### config.mk
export PLATFORM = sky130hd
export DESIGN_NAME = one_wire_sensor_pulse_decoder
export DESIGN_NICKNAME = d
export VERILOG_FILES = /design/src/rtl/owsp_pkg.sv /design/src/rtl/owsp_front.sv /design/src/rtl/owsp_fifo.sv /design/src/rtl/owsp_back.sv /design/src/rtl/one_wire_sensor_pulse_decoder.sv
export VERILOG_INCLUDE_DIRS = /design/src /design/src/rtl
export SDC_FILE = /design/constraint.sdc
export NUM_CORES = 1
export LEC_CHECK = 0
export BUFFER_PORTS_ARGS = -buffer_cell sky130_fd_sc_hd__buf_2
export CORE_MARGIN = 4
export CORE_UTILIZATION = 57
export CTS_BUF_LIST = sky130_fd_sc_hd__clkbuf_2
export DETAILED_ROUTE_END_ITERATION = 6
export HOLD_SLACK_MARGIN = 0.15
export PLACE_DENSITY = 0.77
export SLEW_MARGIN = 20
export SYNTH_ARGS = -nofsm -noshare
export SYNTH_HDL_FRONTEND = slang
export SYNTH_HIERARCHICAL = 1
export SYNTH_SLANG_ARGS = --single-unit
export TNS_END_PERCENT = 10
### constraint.sdc
create_clock -name clk -period 16.37 [get_ports clk]
set_clock_uncertainty 0.1 [all_clocks]
set_input_delay 1.637 -clock clk [delete_from_list [all_inputs] [get_ports clk]]
set_output_delay 1.637 -clock clk [all_outputs]
set_load 0.1 [all_outputs]
### src/rtl/assert_macros.svh
// Assertion macros for the RTL of the pulse decoder.
// Each macro expects signals named clk and rst in the enclosing module.
`ifndef ASSERT_MACROS_SVH
`define ASSERT_MACROS_SVH

// Same-cycle implication, checked outside of reset.
`define OWSP_ASSERT_IMPL(name, ante, cons) \
  name: assert property (@(posedge clk) disable iff (rst) (ante) |-> (cons)) \
    else $error("%m: implication check failed");

// Next-cycle implication, checked outside of reset.
`define OWSP_ASSERT_NEXT(name, ante, cons) \
  name: assert property (@(posedge clk) disable iff (rst) (ante) |=> (cons)) \
    else $error("%m: next-cycle check failed");

`endif

### src/rtl/owsp_pkg.sv
// Package for the single-wire sensor pulse decoder: payload types, register
// indexes, status codes and fixed sizes. No dependencies.
`default_nettype none

package owsp_pkg;

  localparam int BYTE_COUNT   = 5;
  localparam int RUN_INDEX_W  = 7;
  localparam int RUN_LENGTH_W = 16;
  localparam int BIT_COUNT_W  = 6;
  localparam int REG_INDEX_W  = 2;
  localparam int CFG_DATA_W   = 16;

  // Bit bookkeeping limits.
  localparam logic [BIT_COUNT_W-1:0] BITS_STORED = BIT_COUNT_W'(40);
  localparam logic [BIT_COUNT_W-1:0] BITS_MIN    = BIT_COUNT_W'(39);
  localparam logic [BIT_COUNT_W-1:0] BITS_SAT    = BIT_COUNT_W'(63);

  // Data runs start at this run index and are taken on even indexes only.
  localparam logic [RUN_INDEX_W-1:0] FIRST_DATA_RUN = RUN_INDEX_W'(4);

  // Depth of the record queue between the front and back parts.
  localparam int REC_QUEUE_DEPTH = 2;
  localparam int REC_PTR_W       = $clog2(REC_QUEUE_DEPTH);
  localparam int REC_COUNT_W     = $clog2(REC_QUEUE_DEPTH + 1);

  // Configuration register indexes.
  localparam logic [REG_INDEX_W-1:0] REG_SENSOR_TYPE   = 2'd0;
  localparam logic [REG_INDEX_W-1:0] REG_BIT_THRESHOLD = 2'd1;
  localparam logic [REG_INDEX_W-1:0] REG_RUN_TIMEOUT   = 2'd2;

  // Reset values of the configuration registers.
  localparam logic                    SENSOR_TYPE_RESET   = 1'b1;
  localparam logic [RUN_LENGTH_W-1:0] BIT_THRESHOLD_RESET = 16'd200;
  localparam logic [RUN_LENGTH_W-1:0] RUN_TIMEOUT_RESET   = 16'd1000;

  // Sensor types.
  localparam logic SENSOR_NARROW = 1'b0;
  localparam logic SENSOR_WIDE   = 1'b1;

  // Input functions.
  localparam logic FUNC_SAMPLE = 1'b0;
  localparam logic FUNC_START  = 1'b1;

  // Result status codes.
  localparam logic [1:0] STATUS_OK       = 2'd0;
  localparam logic [1:0] STATUS_CHECKSUM = 2'd1;
  localparam logic [1:0] STATUS_SHORT    = 2'd2;

  typedef struct packed {
    logic func;
    logic level;
  } item_t;

  typedef struct packed {
    logic [1:0]         status;
    logic [15:0]        humidity_tenths;
    logic signed [15:0] temperature_tenths;
    logic [5:0]         bit_total;
    logic [7:0]         byte_zero;
    logic [7:0]         byte_one;
    logic [7:0]         byte_two;
    logic [7:0]         byte_three;
    logic [7:0]         byte_four;
  } result_t;

  typedef struct packed {
    logic                    sensor_type;
    logic [RUN_LENGTH_W-1:0] bit_threshold;
    logic [RUN_LENGTH_W-1:0] run_timeout;
  } cfg_t;

  // One finished read, handed from the front part to the back part.
  typedef struct packed {
    logic                             sensor_type;
    logic [BIT_COUNT_W-1:0]           bit_total;
    logic [BYTE_COUNT-1:0][7:0]       bytes;
  } rec_t;

endpackage

`default_nettype wire

### src/rtl/owsp_front.sv
// Front part of the pulse decoder: takes line samples and start commands,
// measures runs and collects data bits. Depends on owsp_pkg.
`default_nettype none

module owsp_front #(
  parameter int MAX_RUNS = 100
) (
  input  wire logic            clk,
  input  wire logic            rst,
  input  wire owsp_pkg::cfg_t  cfg,
  input  wire logic            accept,
  input  wire owsp_pkg::item_t item,
  output logic                 rec_push,
  output owsp_pkg::rec_t       rec
);
  import owsp_pkg::*;

  typedef enum logic [1:0] {
    PH_IDLE,
    PH_WAIT,
    PH_READ
  } phase_t;

  localparam logic [RUN_INDEX_W-1:0] RUN_LIMIT = RUN_INDEX_W'(MAX_RUNS);

  phase_t                     phase, phase_next;
  logic                       previous_level, previous_level_next;
  logic [RUN_LENGTH_W-1:0]    run_length, run_length_next;
  logic [RUN_INDEX_W-1:0]     run_index, run_index_next;
  logic [BIT_COUNT_W-1:0]     bits_seen, bits_seen_next;
  logic [BYTE_COUNT-1:0][7:0] received_bytes, received_bytes_next;

  logic [RUN_LENGTH_W-1:0]    run_length_inc;
  logic [RUN_INDEX_W-1:0]     run_index_inc;
  logic [2:0]                 byte_sel;
  logic                       data_bit;
  logic                       data_run;
  logic                       finish;

  assign run_length_inc = run_length + RUN_LENGTH_W'(1);
  assign run_index_inc  = run_index + RUN_INDEX_W'(1);
  assign byte_sel       = bits_seen[5:3];
  assign data_bit       = (run_length > cfg.bit_threshold);
  assign data_run       = (run_index >= FIRST_DATA_RUN) && !run_index[0];

  always_comb begin
    phase_next          = phase;
    previous_level_next = previous_level;
    run_length_next     = run_length;
    run_index_next      = run_index;
    bits_seen_next      = bits_seen;
    received_bytes_next = received_bytes;
    finish              = 1'b0;
    if (accept) begin
      if (item.func == FUNC_START) begin
        received_bytes_next = '0;
        phase_next          = PH_WAIT;
        previous_level_next = 1'b1;
        run_length_next     = '0;
        run_index_next      = '0;
        bits_seen_next      = '0;
      end else begin
        case (phase)
          PH_WAIT: begin
            if (!item.level) begin
              phase_next          = PH_READ;
              previous_level_next = 1'b1;
              run_length_next     = '0;
              run_index_next      = '0;
            end
          end
          PH_READ: begin
            if (item.level == previous_level) begin
              run_length_next = run_length_inc;
              if (run_length_inc == cfg.run_timeout) begin
                finish     = 1'b1;
                phase_next = PH_IDLE;
              end
            end else begin
              if (data_run) begin
                if (bits_seen < BITS_STORED) begin
                  for (int j = 0; j < BYTE_COUNT; j++) begin
                    if (byte_sel == 3'(j)) begin
                      received_bytes_next[j] = {received_bytes[j][6:0], data_bit};
                    end
                  end
                end
                if (bits_seen != BITS_SAT) begin
                  bits_seen_next = bits_seen + BIT_COUNT_W'(1);
                end
              end
              previous_level_next = item.level;
              run_length_next     = '0;
              run_index_next      = run_index_inc;
              if (run_index_inc >= RUN_LIMIT) begin
                finish     = 1'b1;
                phase_next = PH_IDLE;
              end
            end
          end
          default: begin
          end
        endcase
      end
    end
  end

  // The finished read carries the bit count and bytes as updated by the
  // closing sample.
  assign rec_push        = finish;
  assign rec.sensor_type = cfg.sensor_type;
  assign rec.bit_total   = bits_seen_next;
  assign rec.bytes       = received_bytes_next;

  always_ff @(posedge clk) begin
    if (rst) begin
      phase          <= PH_IDLE;
      previous_level <= 1'b1;
      run_length     <= '0;
      run_index      <= '0;
      bits_seen      <= '0;
      received_bytes <= '0;
    end else begin
      phase          <= phase_next;
      previous_level <= previous_level_next;
      run_length     <= run_length_next;
      run_index      <= run_index_next;
      bits_seen      <= bits_seen_next;
      received_bytes <= received_bytes_next;
    end
  end

endmodule

`default_nettype wire

### src/rtl/owsp_fifo.sv
// Short record queue between the front and back parts of the decoder.
// Depends on owsp_pkg for the record type and queue depth.
`default_nettype none

module owsp_fifo (
  input  wire logic           clk,
  input  wire logic           rst,
  input  wire logic           wr_en,
  input  wire owsp_pkg::rec_t wr_data,
  input  wire logic           rd_en,
  output owsp_pkg::rec_t      rd_data,
  output logic                full,
  output logic                empty
);
  import owsp_pkg::*;

  rec_t                   store [REC_QUEUE_DEPTH];
  logic [REC_PTR_W-1:0]   wr_ptr, rd_ptr;
  logic [REC_COUNT_W-1:0] count;
  logic                   do_wr, do_rd;

  assign full    = (count == REC_COUNT_W'(REC_QUEUE_DEPTH));
  assign empty   = (count == '0);
  assign do_wr   = wr_en && !full;
  assign do_rd   = rd_en && !empty;
  assign rd_data = store[rd_ptr];

  always_ff @(posedge clk) begin
    if (do_wr) begin
      store[wr_ptr] <= wr_data;
    end
  end

  always_ff @(posedge clk) begin
    if (rst) begin
      wr_ptr <= '0;
      rd_ptr <= '0;
      count  <= '0;
    end else begin
      if (do_wr) begin
        wr_ptr <= (wr_ptr == REC_PTR_W'(REC_QUEUE_DEPTH - 1)) ? '0 : wr_ptr + REC_PTR_W'(1);
      end
      if (do_rd) begin
        rd_ptr <= (rd_ptr == REC_PTR_W'(REC_QUEUE_DEPTH - 1)) ? '0 : rd_ptr + REC_PTR_W'(1);
      end
      if (do_wr && !do_rd) begin
        count <= count + REC_COUNT_W'(1);
      end else if (do_rd && !do_wr) begin
        count <= count - REC_COUNT_W'(1);
      end
    end
  end

endmodule

`default_nettype wire

### src/rtl/owsp_back.sv
// Back part of the decoder: checks bit count and checksum of a finished read,
// scales humidity and temperature, and holds the result register.
// Depends on owsp_pkg.
`default_nettype none

module owsp_back (
  input  wire logic           clk,
  input  wire logic           rst,
  input  wire logic           rec_valid,
  input  wire owsp_pkg::rec_t rec,
  output logic                rec_pop,
  input  wire logic           pop,
  output logic                empty,
  output owsp_pkg::result_t   result
);
  import owsp_pkg::*;

  logic [7:0]  b0, b1, b2, b3, b4;
  logic [7:0]  sum;
  logic [15:0] b0_wide, b2_wide, temp_mag;
  logic [1:0]  status;
  logic [15:0] hum;
  logic [15:0] temp;
  logic        res_valid;
  logic        load;
  result_t     res_next;

  assign b0 = rec.bytes[0];
  assign b1 = rec.bytes[1];
  assign b2 = rec.bytes[2];
  assign b3 = rec.bytes[3];
  assign b4 = rec.bytes[4];

  assign sum      = b0 + b1 + b2 + b3;
  assign b0_wide  = {8'd0, b0};
  assign b2_wide  = {8'd0, b2};
  assign temp_mag = {1'b0, b2[6:0], b3};

  always_comb begin
    if (rec.bit_total < BITS_MIN) begin
      status = STATUS_SHORT;
    end else if (b4 != sum) begin
      status = STATUS_CHECKSUM;
    end else begin
      status = STATUS_OK;
    end
    hum  = '0;
    temp = '0;
    if (status == STATUS_OK) begin
      if (rec.sensor_type == SENSOR_NARROW) begin
        // Whole units times ten.
        hum  = (b0_wide << 3) + (b0_wide << 1);
        temp = (b2_wide << 3) + (b2_wide << 1);
      end else begin
        // Tenths, temperature as sign and magnitude.
        hum  = {b0, b1};
        temp = b2[7] ? (16'd0 - temp_mag) : temp_mag;
      end
    end
  end

  always_comb begin
    res_next.status             = status;
    res_next.humidity_tenths    = hum;
    res_next.temperature_tenths = $signed(temp);
    res_next.bit_total          = rec.bit_total;
    res_next.byte_zero          = b0;
    res_next.byte_one           = b1;
    res_next.byte_two           = b2;
    res_next.byte_three         = b3;
    res_next.byte_four          = b4;
  end

  assign load    = rec_valid && (!res_valid || pop);
  assign rec_pop = load;
  assign empty   = !res_valid;

  always_ff @(posedge clk) begin
    if (rst) begin
      res_valid <= 1'b0;
    end else if (load) begin
      res_valid <= 1'b1;
    end else if (pop) begin
      res_valid <= 1'b0;
    end
  end

  always_ff @(posedge clk) begin
    if (load) begin
      result <= res_next;
    end
  end

endmodule

`default_nettype wire

### src/rtl/one_wire_sensor_pulse_decoder.sv
// Single-wire sensor pulse decoder, top level: one line sample per cycle while full is low.
// Throughput: one item per cycle; full rises only when two finished reads
// wait behind a held result.
// A finished read passes through the record queue into the result register, waiting while a result is held.
// Reset (rst, synchronous, active high): idle, no result, registers to 1, 200 and 1000.
// Depends on owsp_pkg, owsp_front, owsp_fifo, owsp_back and assert_macros.svh.
`default_nettype none
`include "assert_macros.svh"

module one_wire_sensor_pulse_decoder #(
  parameter int MAX_RUNS = 100
) (
  input  wire logic                                 clk,
  input  wire logic                                 rst,
  // Input queue side.
  input  wire logic                                 push,
  output logic                                      full,
  input  wire owsp_pkg::item_t                      item,
  // Result queue side.
  output logic                                      empty,
  input  wire logic                                 pop,
  output owsp_pkg::result_t                         result,
  // Configuration write channel.
  input  wire logic                                 cfg_valid,
  output logic                                      cfg_ready,
  input  wire logic [owsp_pkg::REG_INDEX_W-1:0]     cfg_index,
  input  wire logic [owsp_pkg::CFG_DATA_W-1:0]      cfg_data
);
  import owsp_pkg::*;

  // The decoder has a front part that tracks the line and collects bits, a
  // two-entry record queue, and a back part that checks and scales a finished
  // read into the result register. The front never waits on the back unless
  // the queue is full, so samples keep flowing while a result sits unread.

  cfg_t cfg;
  logic accept;
  logic rec_push;
  rec_t rec_in;
  rec_t rec_head;
  logic q_full, q_empty;
  logic rec_pop;

  // Configuration registers. Writes are always taken; an index beyond the
  // register list is a transaction that changes nothing.
  assign cfg_ready = 1'b1;

  always_ff @(posedge clk) begin
    if (rst) begin
      cfg.sensor_type   <= SENSOR_TYPE_RESET;
      cfg.bit_threshold <= BIT_THRESHOLD_RESET;
      cfg.run_timeout   <= RUN_TIMEOUT_RESET;
    end else if (cfg_valid && cfg_ready) begin
      case (cfg_index)
        REG_SENSOR_TYPE:   cfg.sensor_type   <= cfg_data[0];
        REG_BIT_THRESHOLD: cfg.bit_threshold <= cfg_data;
        REG_RUN_TIMEOUT:   cfg.run_timeout   <= cfg_data;
        default: begin
        end
      endcase
    end
  end

  // A sample could end a read on any cycle, so the input side is held off
  // whenever the record queue cannot take one more finished read.
  assign full   = q_full;
  assign accept = push && !full;

  owsp_front #(
    .MAX_RUNS (MAX_RUNS)
  ) u_front (
    .clk      (clk),
    .rst      (rst),
    .cfg      (cfg),
    .accept   (accept),
    .item     (item),
    .rec_push (rec_push),
    .rec      (rec_in)
  );

  owsp_fifo u_queue (
    .clk     (clk),
    .rst     (rst),
    .wr_en   (rec_push),
    .wr_data (rec_in),
    .rd_en   (rec_pop),
    .rd_data (rec_head),
    .full    (q_full),
    .empty   (q_empty)
  );

  owsp_back u_back (
    .clk       (clk),
    .rst       (rst),
    .rec_valid (!q_empty),
    .rec       (rec_head),
    .rec_pop   (rec_pop),
    .pop       (pop),
    .empty     (empty),
    .result    (result)
  );

  // A waiting record reaches the result register whenever that register can
  // take it.
  `OWSP_ASSERT_NEXT(a_record_drains, !q_empty && (empty || pop), !empty)

  // The input side only stalls when finished reads are actually queued.
  `OWSP_ASSERT_IMPL(a_full_needs_records, full, !q_empty)

  // A read that failed a check reports no measurement.
  `OWSP_ASSERT_IMPL(a_failed_read_zero, !empty && result.status != STATUS_OK,
                    result.humidity_tenths == 16'd0 && result.temperature_tenths == 16'sd0)

endmodule

`default_nettype wire
==> parameters.txt <==
Parameter                              Value

Die
  Die outline height ... 164 um
  Die outline width ... 164 um
  Num ports ... 108
  Initial core utilization ... 0.587
  Number of cell rows ... 56
  Core footprint ... 23800 um2
  Die Outline Area ... 27000 um2

Placement
  Port Buffer Count ... 106
  Detail Placement HPWL ... 20500 um
  Final weighted congestion in routability-driven placement ... 0.850
  DP Cell Count ... 1573

Worst setup path
  Biggest fanout along the worst timing path ... 47
  Required time of the critical path ... 16900 ps
  Endpoint type of the worst setup path ... register
  Kind of start point of the critical path ... register
  Worst Path Arrival ... 5730 ps
  Classification of the worst setup path ... register to register

Power and ir drop
  Static Leakage ... 6.03 nW
  Proportion of power drawn by the clock network ... 0.374
  Power density cells ... 84.3 nW/um2
  Switching power share of the total ... 0.246
  Relative contribution of combinational cells to total power ... 0.037
  Reg power frac ... 0.589
  Peak supply drop ... 0.0000463 V
  Internal power consumption ... 0.971 mW
  Power dissipated by switching net loads ... 0.318 mW

STA
  Worst hold margin ... 376 ps
  Transition time at the pin with the least slew margin ... 960 ps
  Post-layout min period ... 5200 ps
  Total Negative Setup Slacks ... 0 ps
  Ratio of final minimum period to clock period ... 0.318
  Total count of hold-check failures in the final report ... 0
  Slew margin rel. ... 0.360
  Final setup violating endpoints ... 0
  Total count of max-transition violations in the final report ... 0
  Setup repair after global routing missed its margin ... false
  Max Clock Freq ... 0.192 GHz

Routing
  Routed Wire Length ... 30000 um
  Router iterations before antenna repair ... 7
  Routed wire per std cell ... 17.6 um
  Number of violations reported at the end of detailed-routing iteration 0 ... 755
  DRT antenna net count ... 0
  Total number of vias ... 9744
  Via density per instance ... 5.74
  Post-route DRC ... 8

Synth
  Syn Area/Cell ... 11.6 um2
  Sequential share of the synthesized area ... 0.534
  Gate count after technology mapping ... 1205
  Most used flip-flop cell after synthesis ... sky130_fd_sc_hd__edfxtp_1
  Combined area of all synthesized cells ... 14000 um2
  Number of synthesized flops with an enable pin ... 174
  Total nets after synthesis ... 1287
  Count of state elements after synthesis ... 285
  Count of cell types in the netlist ... 75
  Synthesis Warnings ... 6
  Post-synthesis async set-or-reset flop share ... 0

Clocking
  Clk buf depth ... 3
  Cts-stage hold buffer count ... 0
  Clock slew at reported path FFs ... 100 ps
  Number of resized instances in the post-cts repair step ... 0
  Total clock sinks ... 285
  Clock Latency Late Sink ... 840 ps
  Library cell used as clock root buffer ... sky130_fd_sc_hd__clkbuf_2
  CTS tree ... done
  Post-CTS Repair Setup Buffers ... 0
  TritonCTS buffer count ... 72
  H-tree depth reported by CTS ... 3

Final layout
  Synth-to-Final Area Change ... 9.63%
  Share of layout cells above drive strength 1 ... 0.220
  Post-Layout Cell Count ... 1699
  Filler cell count ... 1851
  Net count, final ... 1410
  FF/Latch Area ... 7450 um2
  Multi-input gate area in the final layout ... 5980 um2

Global route
  Total routing resource utilization after global routing ... 0.226
  Residual overflow from global routing ... 0
  Number of antenna violations at the first check in global routing ... 1
  Via count of the first global-routing pass ... 9656
  Wire length of the first global-routing pass ... 48900 um
  Maximum number of pins on one net before global-route repair ... 91

Status
  Failing checks ... design-rule violations
  Outcome ... complete, but fails checks

Worst hold path
  Startpoint of the tightest hold check path ... cfg[32]$_SDFFE_PP1P_
  Worst min path class ... register to register

Flow run
  # Max-Cap Violations ... 0
==> area by class of cell <==
class,count,share of cell area
well taps,319,0.0261
multi-input cells,800,0.391
inverters,54,0.0132
repair buffers,115,0.0393
clock buffers,103,0.0337
flip-flops and latches,285,0.487
diodes,1,0.000164
clock inverters,22,0.00949
==> layer usage <==
metal  vias to the layer above  global-route usage  routed length [um]
met5                         -                   0                   0
met4                         0              0.0881                 753
met3                        61              0.0457                1810
met1                      4662               0.302               13200
met2                       332               0.365               14200
li1                       4689                   -                   -
==> cells by family (layout without fill, tap and decap cells) <==
| group | after synthesis | in the layout | share of synthesized area |
|---|---|---|---|
| simple gates | 341 | 341 | 0.133 |
| flops | 285 | 285 | 0.534 |
| compound gates | 250 | 250 | 0.127 |
| buf+inv | 120 | 294 | 0.0384 |
| mux | 87 | 87 | 0.0666 |
| xor+xnor | 64 | 64 | 0.0412 |
| fa+ha+maj | 57 | 57 | 0.0597 |
| other cells | 1 | 2 | 0.000269 |
==> stage by stage <==
stage          power (mW)  setup slack, ps  cell area [um2]  utilization
2_1_floorplan       0.812             6400            14000            -
3_3_place_gp        0.823            11330            14600        0.616
3_5_place_dp        0.823            11200            14600        0.616
4_1_cts              1.31            11170            15300        0.644
5_1_grt              1.35            10830            15300        0.644
6_report             1.29            11170            15300        0.644
==> final timing paths <==
check	to	slack [ps]	depth (start not counted)
setup reg to reg	u_back/result[61]$_SDFFCE_PN0P_	11170	15
setup / recovery	u_back/result[61]$_SDFFCE_PN0P_	11170	15
hold reg to reg	u_queue/store[1][46]$_DFFE_PP_	380	0
hold / removal	u_queue/store[1][46]$_DFFE_PP_	380	0
==> cell usage after synthesis (4+ instances only) <==
master | instances | area [um2]
sky130_fd_sc_hd__o31a_1 | 6 | 52.6
sky130_fd_sc_hd__buf_2 | 13 | 65.1
sky130_fd_sc_hd__a21oi_1 | 51 | 255
sky130_fd_sc_hd__or3_1 | 10 | 62.6
sky130_fd_sc_hd__a211oi_1 | 9 | 67.6
sky130_fd_sc_hd__a21o_1 | 12 | 90.1
sky130_fd_sc_hd__nand4_1 | 10 | 62.6
sky130_fd_sc_hd__buf_6 | 7 | 78.8
sky130_fd_sc_hd__edfxtp_1 | 174 | 5230
sky130_fd_sc_hd__nand3_1 | 19 | 95.1
sky130_fd_sc_hd__or4_1 | 6 | 45.0
sky130_fd_sc_hd__buf_4 | 4 | 30.0
sky130_fd_sc_hd__nand2_1 | 38 | 143
sky130_fd_sc_hd__fa_1 | 16 | 320
sky130_fd_sc_hd__clkbuf_1 | 40 | 150
sky130_fd_sc_hd__a22o_1 | 5 | 43.8
sky130_fd_sc_hd__mux2_2 | 47 | 529
sky130_fd_sc_hd__o31ai_1 | 9 | 67.6
sky130_fd_sc_hd__o21ai_0 | 41 | 205
sky130_fd_sc_hd__mux2i_1 | 40 | 400
sky130_fd_sc_hd__inv_1 | 53 | 199
sky130_fd_sc_hd__nand3b_1 | 6 | 45.0
sky130_fd_sc_hd__nor4_1 | 8 | 50.1
sky130_fd_sc_hd__o2bb2ai_1 | 37 | 324
sky130_fd_sc_hd__a31oi_1 | 8 | 50.1
sky130_fd_sc_hd__xnor2_1 | 44 | 385
sky130_fd_sc_hd__a22oi_1 | 37 | 278
sky130_fd_sc_hd__and3_1 | 7 | 43.8
sky130_fd_sc_hd__nand2b_1 | 43 | 269
sky130_fd_sc_hd__dfxtp_1 | 111 | 2220
sky130_fd_sc_hd__nor3_2 | 4 | 40.0
sky130_fd_sc_hd__a211oi_2 | 10 | 125
sky130_fd_sc_hd__nor3_1 | 25 | 125
sky130_fd_sc_hd__ha_1 | 41 | 513
sky130_fd_sc_hd__nor2_1 | 89 | 334
sky130_fd_sc_hd__xor2_1 | 19 | 166
sky130_fd_sc_hd__nor2b_1 | 54 | 338
==> cells in the final DEF (no fill, tap or decap), drive strengths merged, types with 20 or more instances in the layout <==
cell type	instances
a21oi	51
a22oi	37
buf	115
clkbuf	103
dfxtp	111
edfxtp	174
ha	41
inv	55
mux2	47
mux2i	40
nand2	38
nand2b	43
nand3	20
nor2	92
nor2b	55
nor3	29
o21ai	41
o2bb2ai	37
xnor2	44
==> power by group through the flow <==
stage	Combinational, mW	Sequential [mW]	Clock [mW]
after global placement	0.0465	0.776	0
after CTS	0.0474	0.760	0.500
final	0.0473	0.760	0.482
after floorplan	0.0299	0.782	0
after detailed placement	0.0471	0.776	0
after global routing	0.0519	0.761	0.539
==> worst max-delay path, cell delays in order, from the launching register on <==
cell                      delay (ps)
sky130_fd_sc_hd__dfxtp_2         320
sky130_fd_sc_hd__buf_4           510
sky130_fd_sc_hd__mux2_2          500
sky130_fd_sc_hd__fa_1            550
sky130_fd_sc_hd__inv_1            50
sky130_fd_sc_hd__fa_1            490
sky130_fd_sc_hd__inv_1            40
sky130_fd_sc_hd__ha_1            220
sky130_fd_sc_hd__fa_1            420
sky130_fd_sc_hd__xnor3_1         290
sky130_fd_sc_hd__nand4_1         100
sky130_fd_sc_hd__nor3_1          250
sky130_fd_sc_hd__nand3_1         120
sky130_fd_sc_hd__or4_1           410
sky130_fd_sc_hd__buf_4           270
sky130_fd_sc_hd__nor4_1          310
==> sequential cells by signal (all words and copies together) (netlist names), 2 cells and up, named ones only <==
register	count
u_front/received_bytes	40
cfg	33
u_queue/store	94
u_front/phase	2
u_front/run_index	7
u_front/bits_seen	6
u_front/run_length	16
u_queue/count	2
u_back/result	80
Note: power is estimated with default switching activity, not from simulation.
